--- src/design/pal_pkg.sv ---
// ----------------------------------------------------------------------------
// pal_pkg - shared definitions for the positional array list
// Widths, command and status codes, cell operations and the control word
// broadcast along the row of list cells.
// ----------------------------------------------------------------------------
package pal_pkg;

  localparam int CAPACITY   = 64;
  localparam int DATA_WIDTH = 32;

  localparam int WORD_W = DATA_WIDTH;
  localparam int IDX_W  = (CAPACITY > 1) ? $clog2(CAPACITY) : 1;
  localparam int CNT_W  = $clog2(CAPACITY + 1);
  localparam int POS_W  = 7;
  localparam int CMD_W  = 3;
  localparam int STS_W  = 3;
  localparam int EXT_W  = 32;
  // width that holds both a position and count + 1
  localparam int CMP_W  = (CNT_W + 1 > POS_W) ? CNT_W + 1 : POS_W;

  // reduction tree: groups of GRP cells, then one final group
  localparam int GRP    = 8;
  localparam int NGRP   = (CAPACITY + GRP - 1) / GRP;

  typedef enum logic [CMD_W-1:0] {
    CMD_CLEAR  = 3'd0,
    CMD_INSERT = 3'd1,
    CMD_DELETE = 3'd2,
    CMD_SEARCH = 3'd3,
    CMD_READ   = 3'd4
  } cmd_t;

  typedef enum logic [STS_W-1:0] {
    STS_OK       = 3'd0,
    STS_FULL     = 3'd1,
    STS_EMPTY    = 3'd2,
    STS_BADPOS   = 3'd3,
    STS_NOTFOUND = 3'd4
  } status_t;

  typedef enum logic [1:0] {
    OP_HOLD,
    OP_INS,
    OP_DEL,
    OP_LOOK
  } cell_op_t;

  typedef enum logic [1:0] {
    FSM_IDLE,
    FSM_WAIT1,
    FSM_WAIT2,
    FSM_FIN
  } fsm_t;

  typedef struct packed {
    cell_op_t          op;
    logic [IDX_W-1:0]  tgt;   // 0-based target position
    logic [CNT_W-1:0]  cnt;   // entries held, for the valid limit
    logic [WORD_W-1:0] key;   // word to insert or key to compare
  } cell_ctrl_t;

endpackage

--- src/design/pal_cell.sv ---
// ----------------------------------------------------------------------------
// pal_cell - one list entry
// Holds one word; takes its left or right neighbour's word on insert or
// delete, and registers its compare hit and read word on a look-up.
// ----------------------------------------------------------------------------
module pal_cell (
  input  logic                      clk,
  input  pal_pkg::cell_ctrl_t       ctrl,
  input  logic [pal_pkg::IDX_W-1:0] my_idx,
  input  logic [pal_pkg::WORD_W-1:0] prev_data,
  input  logic [pal_pkg::WORD_W-1:0] next_data,
  output logic [pal_pkg::WORD_W-1:0] data,
  output logic                      hit,
  output logic [pal_pkg::WORD_W-1:0] rd
);
  import pal_pkg::*;

  logic [WORD_W-1:0] data_r, data_nxt;
  logic              hit_r, hit_nxt;
  logic [WORD_W-1:0] rd_r, rd_nxt;
  logic              held;

  assign held = {1'b0, my_idx} < (IDX_W + 1)'(ctrl.cnt);

  always_comb begin
    data_nxt = data_r;
    hit_nxt  = hit_r;
    rd_nxt   = rd_r;
    unique case (ctrl.op)
      OP_INS: begin
        if (my_idx > ctrl.tgt) begin
          data_nxt = prev_data;
        end else if (my_idx == ctrl.tgt) begin
          data_nxt = ctrl.key;
        end
      end
      OP_DEL: begin
        if (my_idx >= ctrl.tgt) begin
          data_nxt = next_data;
        end
      end
      OP_LOOK: begin
        hit_nxt = held && (data_r == ctrl.key);
        rd_nxt  = (my_idx == ctrl.tgt) ? data_r : '0;
      end
      default: begin
      end
    endcase
  end

  always_ff @(posedge clk) begin
    data_r <= data_nxt;
    hit_r  <= hit_nxt;
    rd_r   <= rd_nxt;
  end

  assign data = data_r;
  assign hit  = hit_r;
  assign rd   = rd_r;

endmodule

--- config.mk ---
export PLATFORM = sky130hd
export DESIGN_NAME = pal_cell
export DESIGN_NICKNAME = d
export VERILOG_FILES = /design/src/design/pal_pkg.sv /design/src/design/pal_cell.sv
export SDC_FILE = /design/constraint.sdc
export NUM_CORES = 1
export LEC_CHECK = 0
export BUFFER_PORTS_ARGS = -buffer_cell sky130_fd_sc_hd__buf_2
export CORE_ASPECT_RATIO = 2
export CORE_MARGIN = 2
export CORE_UTILIZATION = 49
export DETAILED_ROUTE_END_ITERATION = 8
export PLACE_DENSITY = 0.85
export SLEW_MARGIN = 20
export SYNTH_ARGS = -nofsm -noshare
export SYNTH_HDL_FRONTEND = slang
export SYNTH_SLANG_ARGS = --single-unit
--- constraint.sdc ---
create_clock -name clk -period 5.35 [get_ports clk]
set_input_delay 0.8025 -clock clk [delete_from_list [all_inputs] [get_ports clk]]
set_output_delay 0.8025 -clock clk [all_outputs]
set_load 0.01 [all_outputs]
==> metrics.md <==
| Metric | Value |
|---|---|
| TNS Setup | `0 ps` |
| Final worst setup slack | `2363 ps` |
| CTS sink cnt | `65` |
| GRT Util Overall | `0.2242` |
| Syn-to-layout area delta | `33.36%` |
| CTS buffer count | `9` |
| Predominant post-synthesis flop cell | `edfxtp_1` |
| 1st-pass router iterations | `4` |
| DR vias | `2826` |
| Reg-to-reg critical path startpoint | `data[24]` |
| Final period utilization | `0.5583` |
| Layout cell share with drive strength beyond 1 | `0.4184` |
| Clock Root Buffer | `clkbuf_16` |
| Min-delay worst type | `register to register` |
| # diodes | `0` |
| CTS-repair resized insts | `0` |
| Clock Skew | `4.897 ps` |
| Design Power | `between 1 and 1.5 mW` |
| Die footprint | `around 8000 um^2` |
| Clock slew at the register clock pins of the worst setup and hold paths | `50 ps` |
| Final GP Congestion | `0.7915` |
| Critical path class | `primary input to register` |
| #FFs+latches synth | `65` |
| Sw Share | `0.2524` |
| R2R setup slack | `3850 ps` |
| Vias per std cell | `4.958` |
| Sequential area share after synthesis | `0.5478` |
| Worst-Skew Late Latency | `320 ps` |
| Syn avg cell area | `12.20 um^2` |
| Grt total ovfl | `0` |
| Unique masters post-synth | `25` |
| DRT antenna net count | `0` |
| Initial antenna violation count | `0` |
| Syn nets | `421` |
| Internal | `around 1.0 mW` |
| Vias in the first global route | `between 2000 and 3000` |
| Buffers added on ports | `182` |
| Htree depth | `3` |
| Routed len/inst | `roughly 15 um` |
| Post-synth EDFFs | `65` |
| Max clock buf depth | `2` |
| Hold Buf Count CTS | `0` |
| Fin crit period | `2987 ps` |
| Mapped cell area | `3563 um^2` |
| Sequential power share | `0.460` |
| TritonCTS clock tree | `yes` |
| DR iter-0 viols | `113` |
| Synth area leader | `edfxtp_1` |
| Ys async rst share | `0` |
| Final hold vios | `0` |
| Tightest Pin Transition | `1043 ps` |
| Max-cap check violation count | `0` |
| Hold_sp | `data[0]` |
| Reg2reg end | `hit` |
| Post-CTS setup buffers | `0` |
| Worst-case reg-to-reg path depth | `4` |
| First-pass GRT wire length | `13.54 mm` |
| Post-Syn Instances | `292` |
| DIE HEIGHT | `124.6 um` |
| Pre-CTS setup slack | `2029 ps` |
| Top post-synthesis cells by area | `edfxtp_1, mux2i_1, xor2_1, and2_1, a21oi_1` |
| Starting density of the core | `0.4979` |
| Pleak | `2.275 nW` |
| Hold path depth | `1` |
| CP Data Required Time | `5390 ps` |
| IO Pins | `183` |
| Max VDD drop | `0.2609 mV` |
| Final net count | `604` |
| Ys Warns | `0` |
| Combinational share of power | `0.187` |
| Remaining DRCs | `0` |
| Clock Power Share | `0.353` |
| Yosys top cell area share | `0.5478` |
| Max-slew violations | `0` |
| FP Rows | `44` |
| CP max FO | `34` |
| FMAX | `334.8 MHz` |
| Routed WL | `about 8.6 mm` |
| Final HPWL DP | `6.669 mm` |
| Most common cell after layout, fill and taps aside | `buf_2` |
| Commonest cells after routing, fill and taps aside | `buf_2, edfxtp_1, a21oi_1` |
| P per Cell Area | `290.7 nW/um^2` |
| Worst rel slew slack | `0.3020` |
| CP endpoint kind | `register` |
| Hold worst-path end | `rd[0]` |
| WP data arrival | `3020 ps` |
| Setup-failing EPs final | `0` |
| Die X | `roughly 64 um` |
| Filler cells | `583` |
| RSZ-0062 raised after global routing | `false` |
| Startpoint types | `primary input` |
| NetSw | `approximately 350 uW` |
| Core area | `7157 um^2` |
| Largest net degree at the start of global routing | `66` |
| Status | `complete, no violations` |
-- cells in the mapped netlist, types with 2 or more instances --
master / instances
xor2_1: 32
edfxtp_1: 65
buf_6: 2
nand3_1: 2
nand4_1: 3
nor4_1: 8
inv_1: 11
buf_12: 3
nor2_1: 33
a21oi_1: 35
mux2i_1: 32
ha_1: 11
and2_1: 33
a21o_1: 3
clkbuf_1: 5
dlygate4sd1_1: 3
nand2b_1: 3
-- stage by stage --
step | hold WS (ps) | util | area (um^2) | instances
floorplan | 638.6 | - | 3563 | 292
global placement | 572.2 | 0.6299 | 4508 | 556
detailed placement | 581.0 | 0.6299 | 4508 | 556
CTS | 594.2 | 0.6640 | 4752 | 570
global route | 615.7 | 0.6640 | 4752 | 570
finish | 593.3 | 0.6640 | 4752 | 570
-- critical path, stage by stage --
cell and delay (ps):
buf_2 80, inv_1 30, ha_1 310, nand4_1 140, nor2_2 60, buf_4 230
a31oi_4 600, buf_4 430, mux2i_1 240, a21oi_1 80
-- metal layers --
layer,wire length (um),GRT usage,vias to the layer above
li1,-,-,1405
met3,851,0.06143,13
met2,4226,0.3756,159
met5,0,0,-
met4,158,0.08886,0
met1,3352,0.2688,1249
-- cell type report --
class,instances,area (um^2),area share
inverters,11,41.29,0.008689
well taps,92,115.1,0.02422
clock buffers,12,236.5,0.04976
clock inverters,2,7.507,0.001580
repair buffers,185,933.4,0.1964
multi-input cells,203,1466,0.3086
flip-flops and latches,65,1952,0.4107
-- worst max-delay path by stage --
stage	startpoint	endpoint	slack, ps	depth (start not counted)
2_1_floorplan	ctrl[44]	data[0]	1560	5
3_3_place_gp	ctrl[44]	data[31]	2090	10
3_5_place_dp	ctrl[42]	data[31]	2030	10
4_1_cts	ctrl[42]	data[31]	2370	10
5_1_grt	ctrl[42]	data[20]	2180	10
6_report	ctrl[44]	data[31]	2360	10
-- flip-flops by register name, summed over array words and instances (netlist names) --
name and flops:
data 32, rd 32, hit 1
-- cell families (layout without fill, tap and decap cells) --
kind of cell,Yosys count,count (layout),synth area share
fa+ha+maj,11,11,0.03862
compound gates,42,42,0.07093
xor+xnor,32,32,0.07865
mux,32,32,0.08989
simple gates,86,86,0.1268
flops,65,65,0.5478
buf+inv,24,210,0.04740
-- power groups by stage --
stage,sequential (mW),combinational (mW),clock [mW]
after global routing,0.641,0.285,0.521
after floorplan,0.658,0.138,0
final,0.636,0.258,0.487
after global placement,0.643,0.257,0
after CTS,0.636,0.261,0.494
after detailed placement,0.646,0.260,0
No activity file was read; power rests on OpenSTA's default activity.
